[config.mk]
export PLATFORM = sky130hd
export DESIGN_NAME = latency_welford_statistics_flat
export DESIGN_NICKNAME = d
export VERILOG_FILES = /design/src/rtl/lws_pkg.sv /design/src/rtl/lws_sample_if.sv /design/src/rtl/lws_result_if.sv /design/src/rtl/lws_ctrl.sv /design/src/rtl/lws_datapath.sv /design/src/rtl/latency_welford_statistics.sv /design/src/flat_wrapper.sv
export SDC_FILE = /design/constraint.sdc
export NUM_CORES = 2
export LEC_CHECK = 0
export ABC_AREA = 1
export BUFFER_PORTS_ARGS = -buffer_cell sky130_fd_sc_hd__buf_2
export CORE_ASPECT_RATIO = 1.75
export CORE_MARGIN = 1
export CORE_UTILIZATION = 35
export CTS_BUF_LIST = sky130_fd_sc_hd__clkbuf_16
export DETAILED_ROUTE_END_ITERATION = 12
export PLACE_DENSITY = 0.56
export SYNTH_ARGS = -nofsm -noshare
export SYNTH_HDL_FRONTEND = slang
export SYNTH_SLANG_ARGS = --single-unit
[constraint.sdc]
create_clock -name clk -period 10.9 [get_ports clk]
set_clock_uncertainty 0.2 [all_clocks]
set_input_delay 0.545 -clock clk [delete_from_list [all_inputs] [get_ports clk]]
set_output_delay 0.545 -clock clk [all_outputs]
set_load 0.005 [all_outputs]
[src/rtl/lws_pkg.sv]
`timescale 1ns / 1ps

package lws_pkg;

  // Defaults for the top-level parameters
  localparam int FRAC_BITS_DEF  = 16;
  localparam int TIME_WIDTH_DEF = 48;

  // Fixed field widths of the sample and result words
  localparam int TIME_W = 48;
  localparam int LAT_W  = 32;
  localparam int MEAN_W = 48;
  localparam int VAR_W  = 62;
  localparam int CNT_W  = 32;

  // Squared-deviation accumulator and divider geometry (two quotient bits per cycle)
  localparam int ACC_W   = 64;
  localparam int VAR_CYC = ACC_W / 2;
  localparam int STEP_W  = $clog2(VAR_CYC + 1);

  // Sample word operation codes
  typedef enum logic {
    OP_SAMPLE = 1'b0,
    OP_CLEAR  = 1'b1
  } lws_op_t;

  // Controller to datapath commands
  typedef struct packed {
    logic       take;       // sample word accepted: latch latency, bump count
    logic       clear;      // clear word accepted: zero the statistics
    logic       mdiv_load;  // load divider with |x - mean| / n
    logic       div_step;   // one divider iteration
    logic       mean_upd;   // fold quotient into the mean
    logic       d1_calc;    // |x - new mean|, clear product accumulator
    logic       mul_step;   // accumulate one partial product
    logic [1:0] mul_idx;    // which partial product
    logic       acc_upd;    // add scaled product into squared-deviation sum
    logic       vdiv_load;  // load divider with sum / (n - 1)
    logic       var_zero;   // fewer than two samples: variance is zero
    logic       var_end;    // take variance from divider, saturated
    logic       out_load;   // copy results into the output register
  } lws_cmd_t;

  // Datapath to controller status
  typedef struct packed {
    logic cnt_lt2;
  } lws_status_t;

endpackage

[src/rtl/lws_sample_if.sv]
`timescale 1ns / 1ps

interface lws_sample_if;
  logic                      valid;
  logic                      ready;
  logic                      op;
  logic                      has_time;
  logic [lws_pkg::TIME_W-1:0] send_time;
  logic [lws_pkg::TIME_W-1:0] arrival_time;

  modport source (output valid, output op, output has_time, output send_time,
                  output arrival_time, input ready);
  modport sink (input valid, input op, input has_time, input send_time,
                input arrival_time, output ready);
endinterface

[src/rtl/lws_result_if.sv]
`timescale 1ns / 1ps

interface lws_result_if;
  logic                             valid;
  logic                             ready;
  logic signed [lws_pkg::LAT_W-1:0]  latency_us;
  logic signed [lws_pkg::MEAN_W-1:0] mean_q16;
  logic [lws_pkg::VAR_W-1:0]         variance;
  logic [lws_pkg::CNT_W-1:0]         sample_count;

  modport source (output valid, output latency_us, output mean_q16, output variance,
                  output sample_count, input ready);
  modport sink (input valid, input latency_us, input mean_q16, input variance,
                input sample_count, output ready);
endinterface

[src/rtl/lws_ctrl.sv]
`timescale 1ns / 1ps

module lws_ctrl #(
  parameter int FRAC_BITS = lws_pkg::FRAC_BITS_DEF
) (
  input  logic                 clk,
  input  logic                 rst,
  input  logic                 in_valid,
  output logic                 in_ready,
  input  logic                 op,
  input  logic                 has_time,
  output logic                 out_valid,
  input  logic                 out_ready,
  input  lws_pkg::lws_status_t status,
  output lws_pkg::lws_cmd_t    cmd
);

  // Mean division: magnitude operand width, two bits per cycle
  localparam int AW       = 33 + FRAC_BITS;
  localparam int MEAN_CYC = (AW + 1) / 2;

  typedef enum logic [3:0] {
    S_IDLE, S_PREP, S_MDIV, S_MEAN, S_D1, S_MUL, S_ACC,
    S_VPREP, S_VDIV, S_VEND, S_DONE
  } state_t;

  state_t                     state;
  logic [lws_pkg::STEP_W-1:0] step_cnt;
  logic [1:0]                 mul_idx;

  assign in_ready = (state == S_IDLE);

  // Command decode
  always_comb begin
    cmd           = '0;
    cmd.mul_idx   = mul_idx;
    case (state)
      S_IDLE: begin
        cmd.take  = in_valid && (op == lws_pkg::OP_SAMPLE) && has_time;
        cmd.clear = in_valid && (op == lws_pkg::OP_CLEAR);
      end
      S_PREP:  cmd.mdiv_load = 1'b1;
      S_MDIV:  cmd.div_step  = 1'b1;
      S_MEAN:  cmd.mean_upd  = 1'b1;
      S_D1:    cmd.d1_calc   = 1'b1;
      S_MUL:   cmd.mul_step  = 1'b1;
      S_ACC:   cmd.acc_upd   = 1'b1;
      S_VPREP: begin
        cmd.var_zero  = status.cnt_lt2;
        cmd.vdiv_load = !status.cnt_lt2;
      end
      S_VDIV:  cmd.div_step  = 1'b1;
      S_VEND:  cmd.var_end   = 1'b1;
      S_DONE:  cmd.out_load  = !out_valid || out_ready;
      default: cmd = '0;
    endcase
  end

  // State, counters and result valid
  always_ff @(posedge clk) begin
    if (rst) begin
      state     <= S_IDLE;
      step_cnt  <= '0;
      mul_idx   <= '0;
      out_valid <= 1'b0;
    end else begin
      // result valid: set when a word is loaded, dropped when taken
      if (state == S_DONE && (!out_valid || out_ready)) out_valid <= 1'b1;
      else if (out_ready) out_valid <= 1'b0;
      case (state)
        S_IDLE: begin
          if (in_valid && (op == lws_pkg::OP_SAMPLE) && has_time) state <= S_PREP;
        end
        S_PREP: begin
          step_cnt <= lws_pkg::STEP_W'(MEAN_CYC);
          state    <= S_MDIV;
        end
        S_MDIV: begin
          step_cnt <= step_cnt - 1'b1;
          if (step_cnt == lws_pkg::STEP_W'(1)) state <= S_MEAN;
        end
        S_MEAN: state <= S_D1;
        S_D1: begin
          mul_idx <= '0;
          state   <= S_MUL;
        end
        S_MUL: begin
          mul_idx <= mul_idx + 1'b1;
          if (mul_idx == 2'd3) state <= S_ACC;
        end
        S_ACC: state <= S_VPREP;
        S_VPREP: begin
          step_cnt <= lws_pkg::STEP_W'(lws_pkg::VAR_CYC);
          state    <= status.cnt_lt2 ? S_DONE : S_VDIV;
        end
        S_VDIV: begin
          step_cnt <= step_cnt - 1'b1;
          if (step_cnt == lws_pkg::STEP_W'(1)) state <= S_VEND;
        end
        S_VEND: state <= S_DONE;
        S_DONE: begin
          if (!out_valid || out_ready) state <= S_IDLE;
        end
        default: state <= S_IDLE;
      endcase
    end
  end

endmodule

[src/rtl/lws_datapath.sv]
`timescale 1ns / 1ps

module lws_datapath #(
  parameter int FRAC_BITS  = lws_pkg::FRAC_BITS_DEF,
  parameter int TIME_WIDTH = lws_pkg::TIME_WIDTH_DEF
) (
  input  logic                              clk,
  input  logic                              rst,
  input  lws_pkg::lws_cmd_t                 cmd,
  output lws_pkg::lws_status_t              status,
  input  logic [lws_pkg::TIME_W-1:0]        send_time,
  input  logic [lws_pkg::TIME_W-1:0]        arrival_time,
  output logic signed [lws_pkg::LAT_W-1:0]  latency_us,
  output logic signed [lws_pkg::MEAN_W-1:0] mean_q16,
  output logic [lws_pkg::VAR_W-1:0]         variance,
  output logic [lws_pkg::CNT_W-1:0]         sample_count
);

  localparam int TW         = lws_pkg::TIME_W;
  localparam int LW         = lws_pkg::LAT_W;
  localparam int CW         = lws_pkg::CNT_W;
  localparam int QW         = lws_pkg::ACC_W;
  localparam int XW         = LW + FRAC_BITS;     // scaled latency / mean
  localparam int AW         = XW + 1;             // magnitude of a difference
  localparam int PW         = 2 * AW;             // full product
  localparam int MEAN_CYC   = (AW + 1) / 2;
  localparam int MDIV_SHIFT = QW - 2 * MEAN_CYC;
  localparam int SQ_SHIFT   = 2 * FRAC_BITS;

  localparam logic [TW-1:0] T_MASK = TW'(((TW + 1)'(1) << TIME_WIDTH) - (TW + 1)'(1));
  localparam logic signed [TW:0] LAT_MAX = (TW + 1)'(31'h7FFFFFFF);
  localparam logic signed [TW:0] LAT_MIN = -(TW + 1)'(33'h080000000);

  // Statistics state
  logic [CW-1:0]         count;
  logic signed [XW-1:0]  mean;
  logic [QW-1:0]         sq_acc;
  logic [lws_pkg::VAR_W-1:0] var_r;

  // Working registers
  logic signed [LW-1:0]  lat_r;
  logic                  neg_r;
  logic [AW-1:0]         a1, a2;
  logic [QW-1:0]         dq;
  logic [CW-1:0]         dr, dd;
  logic [PW-1:0]         prod_acc;

  // Latency from the masked timestamps, saturated to 32 bits
  logic signed [TW:0] t_diff;
  logic signed [LW-1:0] lat_sat;
  always_comb begin
    t_diff = $signed({1'b0, arrival_time & T_MASK}) - $signed({1'b0, send_time & T_MASK});
    if (t_diff > LAT_MAX)      lat_sat = LW'(LAT_MAX);
    else if (t_diff < LAT_MIN) lat_sat = LW'(LAT_MIN);
    else                       lat_sat = LW'(t_diff);
  end

  // Scaled sample and its differences from the mean
  logic signed [XW-1:0] x;
  logic signed [XW:0]   diff_m;
  logic [AW-1:0]        mag_m;
  assign x      = XW'(lat_r) <<< FRAC_BITS;
  assign diff_m = (XW + 1)'(x) - (XW + 1)'(mean);
  assign mag_m  = diff_m[XW] ? AW'(-diff_m) : AW'(diff_m);

  // Divider: two restoring steps per cycle
  logic [CW:0]   r_a, r_b;
  logic [CW-1:0] r_a2, r_b2;
  logic          q_a, q_b;
  always_comb begin
    r_a = {dr, dq[QW-1]};
    q_a = (r_a >= {1'b0, dd});
    r_a2 = q_a ? CW'(r_a - {1'b0, dd}) : CW'(r_a);
    r_b = {r_a2, dq[QW-2]};
    q_b = (r_b >= {1'b0, dd});
    r_b2 = q_b ? CW'(r_b - {1'b0, dd}) : CW'(r_b);
  end

  // Mean update from the signed quotient
  logic signed [XW+1:0] q_s, mean_sum;
  always_comb begin
    q_s      = $signed({1'b0, dq[AW-1:0]});
    if (neg_r) q_s = -q_s;
    mean_sum = (XW + 2)'(mean) + q_s;
  end

  // One 32x32 partial product per cycle
  logic [31:0] pa, pb;
  logic [63:0] pp;
  logic [1:0]  p_sum;
  always_comb begin
    pa    = cmd.mul_idx[0] ? 32'(a1[AW-1:32]) : a1[31:0];
    pb    = cmd.mul_idx[1] ? 32'(a2[AW-1:32]) : a2[31:0];
    pp    = pa * pb;
    p_sum = 2'(cmd.mul_idx[0]) + 2'(cmd.mul_idx[1]);
  end

  // Scaled product, saturated, then saturating accumulate
  logic [PW-1:0] p_shift;
  logic [QW-1:0] term;
  logic [QW:0]   sq_sum;
  always_comb begin
    p_shift = prod_acc >> SQ_SHIFT;
    term    = (|p_shift[PW-1:QW]) ? '1 : p_shift[QW-1:0];
    sq_sum  = {1'b0, sq_acc} + {1'b0, term};
  end

  assign status.cnt_lt2 = (count < CW'(2));

  // Statistics state, cleared on reset and on a clear word
  always_ff @(posedge clk) begin
    if (rst || cmd.clear) begin
      count  <= '0;
      mean   <= '0;
      sq_acc <= '0;
      var_r  <= '0;
    end else begin
      if (cmd.take && count != '1) count <= count + 1'b1;
      if (cmd.mean_upd) mean <= XW'(mean_sum);
      if (cmd.acc_upd) sq_acc <= sq_sum[QW] ? '1 : sq_sum[QW-1:0];
      if (cmd.var_zero) var_r <= '0;
      if (cmd.var_end)
        var_r <= (|dq[QW-1:lws_pkg::VAR_W]) ? '1 : dq[lws_pkg::VAR_W-1:0];
    end
  end

  // Working registers and output word
  always_ff @(posedge clk) begin
    if (cmd.take) lat_r <= lat_sat;
    if (cmd.mdiv_load) begin
      a2    <= mag_m;
      neg_r <= diff_m[XW];
      dq    <= QW'(mag_m) << MDIV_SHIFT;
      dr    <= '0;
      dd    <= count;
    end
    if (cmd.vdiv_load) begin
      dq <= sq_acc;
      dr <= '0;
      dd <= count - 1'b1;
    end
    if (cmd.div_step) begin
      dq <= {dq[QW-3:0], q_a, q_b};
      dr <= r_b2;
    end
    if (cmd.d1_calc) begin
      a1       <= mag_m;
      prod_acc <= '0;
    end
    if (cmd.mul_step) prod_acc <= prod_acc + (PW'(pp) << {p_sum, 5'd0});
    if (cmd.out_load) begin
      latency_us   <= lat_r;
      mean_q16     <= lws_pkg::MEAN_W'(mean);
      variance     <= var_r;
      sample_count <= count;
    end
  end

endmodule

[src/rtl/latency_welford_statistics.sv]
`timescale 1ns / 1ps

// Latency statistics: each sample word gives arrival minus send time (low TIME_WIDTH bits
// of each timestamp), saturated to signed 32 bits, and folds it into a running mean
// (FRAC_BITS fraction bits) and sample variance by Welford's method; one result word per
// sample with latency, mean, variance (zero below two samples) and the saturating count.
// A clear word zeroes the statistics and a sample word without a timestamp is dropped,
// both with no result. The mean division by the count and the variance division run on
// one shared two-bits-per-cycle divider, and the 49x49 product takes four 32x32 partial
// products. The first sample after a clear skips the variance division. One sample is in
// work at a time; the next is accepted as soon as its result sits in the output register,
// even while that result still waits to be taken.
module latency_welford_statistics #(
  parameter int FRAC_BITS  = lws_pkg::FRAC_BITS_DEF,
  parameter int TIME_WIDTH = lws_pkg::TIME_WIDTH_DEF
) (
  input logic          clk,
  input logic          rst,
  lws_sample_if.sink   sample_in,
  lws_result_if.source result_out
);

  lws_pkg::lws_cmd_t    cmd;
  lws_pkg::lws_status_t status;

  // Sequencer
  lws_ctrl #(
    .FRAC_BITS(FRAC_BITS)
  ) u_ctrl (
    .clk      (clk),
    .rst      (rst),
    .in_valid (sample_in.valid),
    .in_ready (sample_in.ready),
    .op       (sample_in.op),
    .has_time (sample_in.has_time),
    .out_valid(result_out.valid),
    .out_ready(result_out.ready),
    .status   (status),
    .cmd      (cmd)
  );

  // Arithmetic and statistics state
  lws_datapath #(
    .FRAC_BITS (FRAC_BITS),
    .TIME_WIDTH(TIME_WIDTH)
  ) u_datapath (
    .clk         (clk),
    .rst         (rst),
    .cmd         (cmd),
    .status      (status),
    .send_time   (sample_in.send_time),
    .arrival_time(sample_in.arrival_time),
    .latency_us  (result_out.latency_us),
    .mean_q16    (result_out.mean_q16),
    .variance    (result_out.variance),
    .sample_count(result_out.sample_count)
  );

endmodule

[src/flat_wrapper.sv]
// flat-port wrapper written by rule: the top's interface ports become plain ports
module latency_welford_statistics_flat 
#(
  parameter int FRAC_BITS  = lws_pkg::FRAC_BITS_DEF,
  parameter int TIME_WIDTH = lws_pkg::TIME_WIDTH_DEF
)
  (clk, rst, sample_in_valid, sample_in_op, sample_in_has_time, sample_in_send_time, sample_in_arrival_time, sample_in_ready, result_out_valid, result_out_latency_us, result_out_mean_q16, result_out_variance, result_out_sample_count, result_out_ready);
  lws_sample_if sample_in_i ();
  lws_result_if result_out_i ();
  input logic clk;
  input logic rst;
  input wire logic [$bits(sample_in_i.valid)-1:0] sample_in_valid;
  input wire logic [$bits(sample_in_i.op)-1:0] sample_in_op;
  input wire logic [$bits(sample_in_i.has_time)-1:0] sample_in_has_time;
  input wire logic [$bits(sample_in_i.send_time)-1:0] sample_in_send_time;
  input wire logic [$bits(sample_in_i.arrival_time)-1:0] sample_in_arrival_time;
  output wire logic [$bits(sample_in_i.ready)-1:0] sample_in_ready;
  output wire logic [$bits(result_out_i.valid)-1:0] result_out_valid;
  output wire logic [$bits(result_out_i.latency_us)-1:0] result_out_latency_us;
  output wire logic [$bits(result_out_i.mean_q16)-1:0] result_out_mean_q16;
  output wire logic [$bits(result_out_i.variance)-1:0] result_out_variance;
  output wire logic [$bits(result_out_i.sample_count)-1:0] result_out_sample_count;
  input wire logic [$bits(result_out_i.ready)-1:0] result_out_ready;
  assign sample_in_i.valid = sample_in_valid;
  assign sample_in_i.op = sample_in_op;
  assign sample_in_i.has_time = sample_in_has_time;
  assign sample_in_i.send_time = sample_in_send_time;
  assign sample_in_i.arrival_time = sample_in_arrival_time;
  assign sample_in_ready = sample_in_i.ready;
  assign result_out_valid = result_out_i.valid;
  assign result_out_latency_us = result_out_i.latency_us;
  assign result_out_mean_q16 = result_out_i.mean_q16;
  assign result_out_variance = result_out_i.variance;
  assign result_out_sample_count = result_out_i.sample_count;
  assign result_out_i.ready = result_out_ready;
  latency_welford_statistics #(.FRAC_BITS(FRAC_BITS), .TIME_WIDTH(TIME_WIDTH)) u_core (.clk(clk), .rst(rst), .sample_in(sample_in_i), .result_out(result_out_i));
endmodule
==> run_results.csv <==
group,metric,value,unit
die,die_w,387.1,um
worst_setup_path,startpoint_type,"register",
clocking,clk_latency,0.75,ns
run_status,outcome,"finished, final reports clean",
synth,syn_nets,13953,
final_layout,syn2layout_area_growth,23.56,%
route,viasPerCell,5.220,
synth,avgSynthCellArea,7.368,um2
sta,maxSlewHeadroom,7.506,%
route,drc_errors,0,
synth,synth_top_cell_by_area,"fa_1",
worst_setup_path,reg2reg_depth,50,
worst_hold_path,worstHoldStart,"sample_in_arrival_time[1]",
die,io_pins,278,
global_routing,overflow,0,
placed_design,portBuffers,277,
clocking,path_clk_slew,0.07,ns
synth,synth_top_area_share,19.88,%
worst_setup_path,r2r-start,"u_core.u_ctrl.state[1]",
synth,synth_async_sr_flop_share,0,%
die,coreArea,258400,um2
die,rows,247,
run,maxCapViolations,0,
sta,worst_pin_slew,1.386,ns
route,antenna_left,0,
synth,synth-edff-count,531,
synth,ys_types,69,
worst_setup_path,cp-end-kind,"register",
global_routing,grt_max_degree,83,
clocking,cts.root.buffer_cell,"clkbuf_16",
global_routing,grt_pass1_wl,589.5,mm
synth,synth.area.top_cells,"fa_1, edfxtp_1, nand2_1",
sta,setup_viol,0,
route,drt_pass1_iterations,6,
sta,rsz0062_at_grt,"yes",
placed_design,routabilityCongestion,1.063,
global_routing,grt.total_usage,30.94,%
synth,syn_inst,12326,
global_routing,grt_pass1_vias,91889,
final_layout,drive_gt1_share,18.26,%
synth,synthesis.area,90820,um2
synth,synth_flop_cell,"edfxtp_1",
sta,max_freq,94.19,MHz
worst_setup_path,slowest_delay,0.64,ns
die,fp.dieH,675.9,um
route,wl_per_cell,24.09,um
clocking,cts-buffers-inserted,81,
route,drtIter0Drc,6003,
route,dr_total_vias,89181,
final_layout,layout_commonest_cell,"nand2_1",
clocking,numClockSinks,750,
sta,report.final.slew_viol_count,0,
final_layout,fin_area,112200,um2
final_layout,layout_common_cells,"nand2_1, inv_1, nor2_1, buf_4, fa_1",
global_routing,grt_antenna_before_repair,14,
worst_setup_path,cp.arrival,10.86,ns
placed_design,dpl_cell_area,105300,um2
placed_design,dp_hpwl,350.1,mm
synth,synth_seq_cells,750,
sta,period_needed,10.62,ns
sta,period_share,97.41,%
worst_setup_path,crit_start,"u_core.u_ctrl.state[1]",
die,die-area,261600,um2
final_layout,num-nets-final,15278,
die,initial_core_util,35.15,%
worst_setup_path,worst_ep_required_time,11.15,ns
sta,hold_viol,0,
synth,yosysWarnings,0,
worst_setup_path,crit_path_end,"u_core.u_datapath.prod_acc[72]",
worst_setup_path,crit_type,"register to register",
worst_setup_path,crit_slowest_cell,"fa_2",
clocking,clock_path_buffers,3,
clocking,htree_levels,3,
final_layout,final.fill_count,26946,
worst_setup_path,critPathMaxFanout,9,
clocking,cts_tree,"built",
synth,ys_seq_area_share,22.38,%
worst_setup_path,reg2reg_slack,0.28,ns
worst_hold_path,hold_class,"input port to register",
route,routed_wl,411.6,mm
worst_setup_path,r2r-end,"u_core.u_datapath.prod_acc[72]",
==> per-stage QoR <==
stage               utilization [%]  setup TNS (ns)  std cells  hold WS [ns]  worst slack, ns
floorplan                         -               0      12326        0.2029           0.9441
global placement              40.75          -36.99      16850        0.2135          -0.8674
detailed placement            40.75          -36.31      16850        0.2151          -0.9267
CTS                           42.08               0      17019       0.08419        0.0004121
global route                  43.43          -1.514      17081        0.1289          -0.1331
finish                        43.44               0      17085        0.1195           0.2827
==> synthesized netlist by cell type (all sizes together), types with 11 or more instances <==
| cell | count |
|---|---|
| a22o | 11 |
| clkbuf | 263 |
| dfxtp | 219 |
| a31oi | 103 |
| a21oi | 831 |
| fa | 902 |
| a211oi | 19 |
| nor3 | 138 |
| a21boi | 25 |
| nor2 | 1738 |
| xnor2 | 114 |
| nand2 | 2543 |
| o21bai | 52 |
| buf | 55 |
| nor4 | 42 |
| a21o | 56 |
| edfxtp | 531 |
| or2 | 48 |
| o211ai | 44 |
| o22ai | 17 |
| xor2 | 205 |
| ha | 623 |
| nand3 | 424 |
| inv | 2324 |
| nand4 | 87 |
| o21ai | 740 |
| o21a | 61 |
| nand3b | 21 |
| clkinv | 25 |
==> worst max-delay path: cells and delay by family (launching register included) <==
kind / cells / cell delay, ns
and+or+nand+nor: 13 / 1.45
DFF: 1 / 0.32
buffers and inverters: 15 / 1.88
AOI/OAI and AO/OA: 12 / 1.72
adders and majority gates: 10 / 4.74
==> worst min-delay path by stage <==
stage | cells past startpoint | slack, ns | to
finish | 4 | 0.12 | u_core.u_datapath.lat_r[1]
CTS | 5 | 0.08 | u_core.u_datapath.lat_r[0]
global placement | 0 | 0.21 | u_core.u_datapath.variance[22]
global route | 4 | 0.13 | u_core.u_datapath.lat_r[1]
detailed placement | 0 | 0.22 | u_core.u_datapath.variance[50]
floorplan | 0 | 0.20 | u_core.u_datapath.sample_count[13]
==> layer usage <==
| metal | vias up | wire [um] | track usage (%) |
|---|---|---|---|
| met4 | 10 | 51450 | 31.29 |
| met5 | - | 63 | 0 |
| met2 | 3125 | 209100 | 56.97 |
| li1 | 41653 | - | - |
| met3 | 1501 | 19020 | 4.039 |
| met1 | 42892 | 131900 | 28.88 |
==> kinds of logic after synthesis <==
logic type | share of synthesized area [%]
AO/OA/AOI/OAI | 12.14
XOR/XNOR | 3.122
adder cells (fa/ha/maj) | 28.46
buffers and inverters | 11.11
flip-flops | 22.38
AND/OR/NAND/NOR | 22.78
==> registers in the layout, indices dropped and copies added (netlist names), 6 cells and up <==
register,cells
u_core.u_datapath.dq,64
u_core.u_datapath.prod_acc,98
u_core.u_datapath.a1,49
u_core.u_datapath.count,32
u_core.u_ctrl.step_cnt,6
u_core.u_datapath.latency_us,32
u_core.u_datapath.dr,32
u_core.u_datapath.var_r,62
u_core.u_datapath.mean_q16,48
u_core.u_datapath.dd,32
u_core.u_datapath.lat_r,32
u_core.u_datapath.variance,62
u_core.u_datapath.sample_count,32
u_core.u_datapath.mean,48
u_core.u_datapath.sq_acc,64
u_core.u_datapath.a2,49
==> area by class of cell <==
type	instances	area, um2	share of cell area [%]
Tap cell	3361	4205	3.747
Clock inverter	68	732.0	0.6522
Sequential cell	750	20330	18.12
Inverter	2349	8877	7.910
Clock buffer	83	2077	1.851
Multi-Input combinational cell	8909	63580	56.65
Timing Repair Buffer	1560	12410	11.06
Antenna cell	5	12.51	0.01115
==> what timing repair did <==
action,4_1_cts,5_1_grt
buffers inserted,16,58
gates resized for setup,161,820
hold buffers,2,0
hold endpoints to repair,10,0
pin swaps,27,249
cloned,0,3
endpoints found under the setup margin,73,76
Power is not shown: default switching activity piles up to over one toggle a cycle in this logic, so the estimate is an artifact.
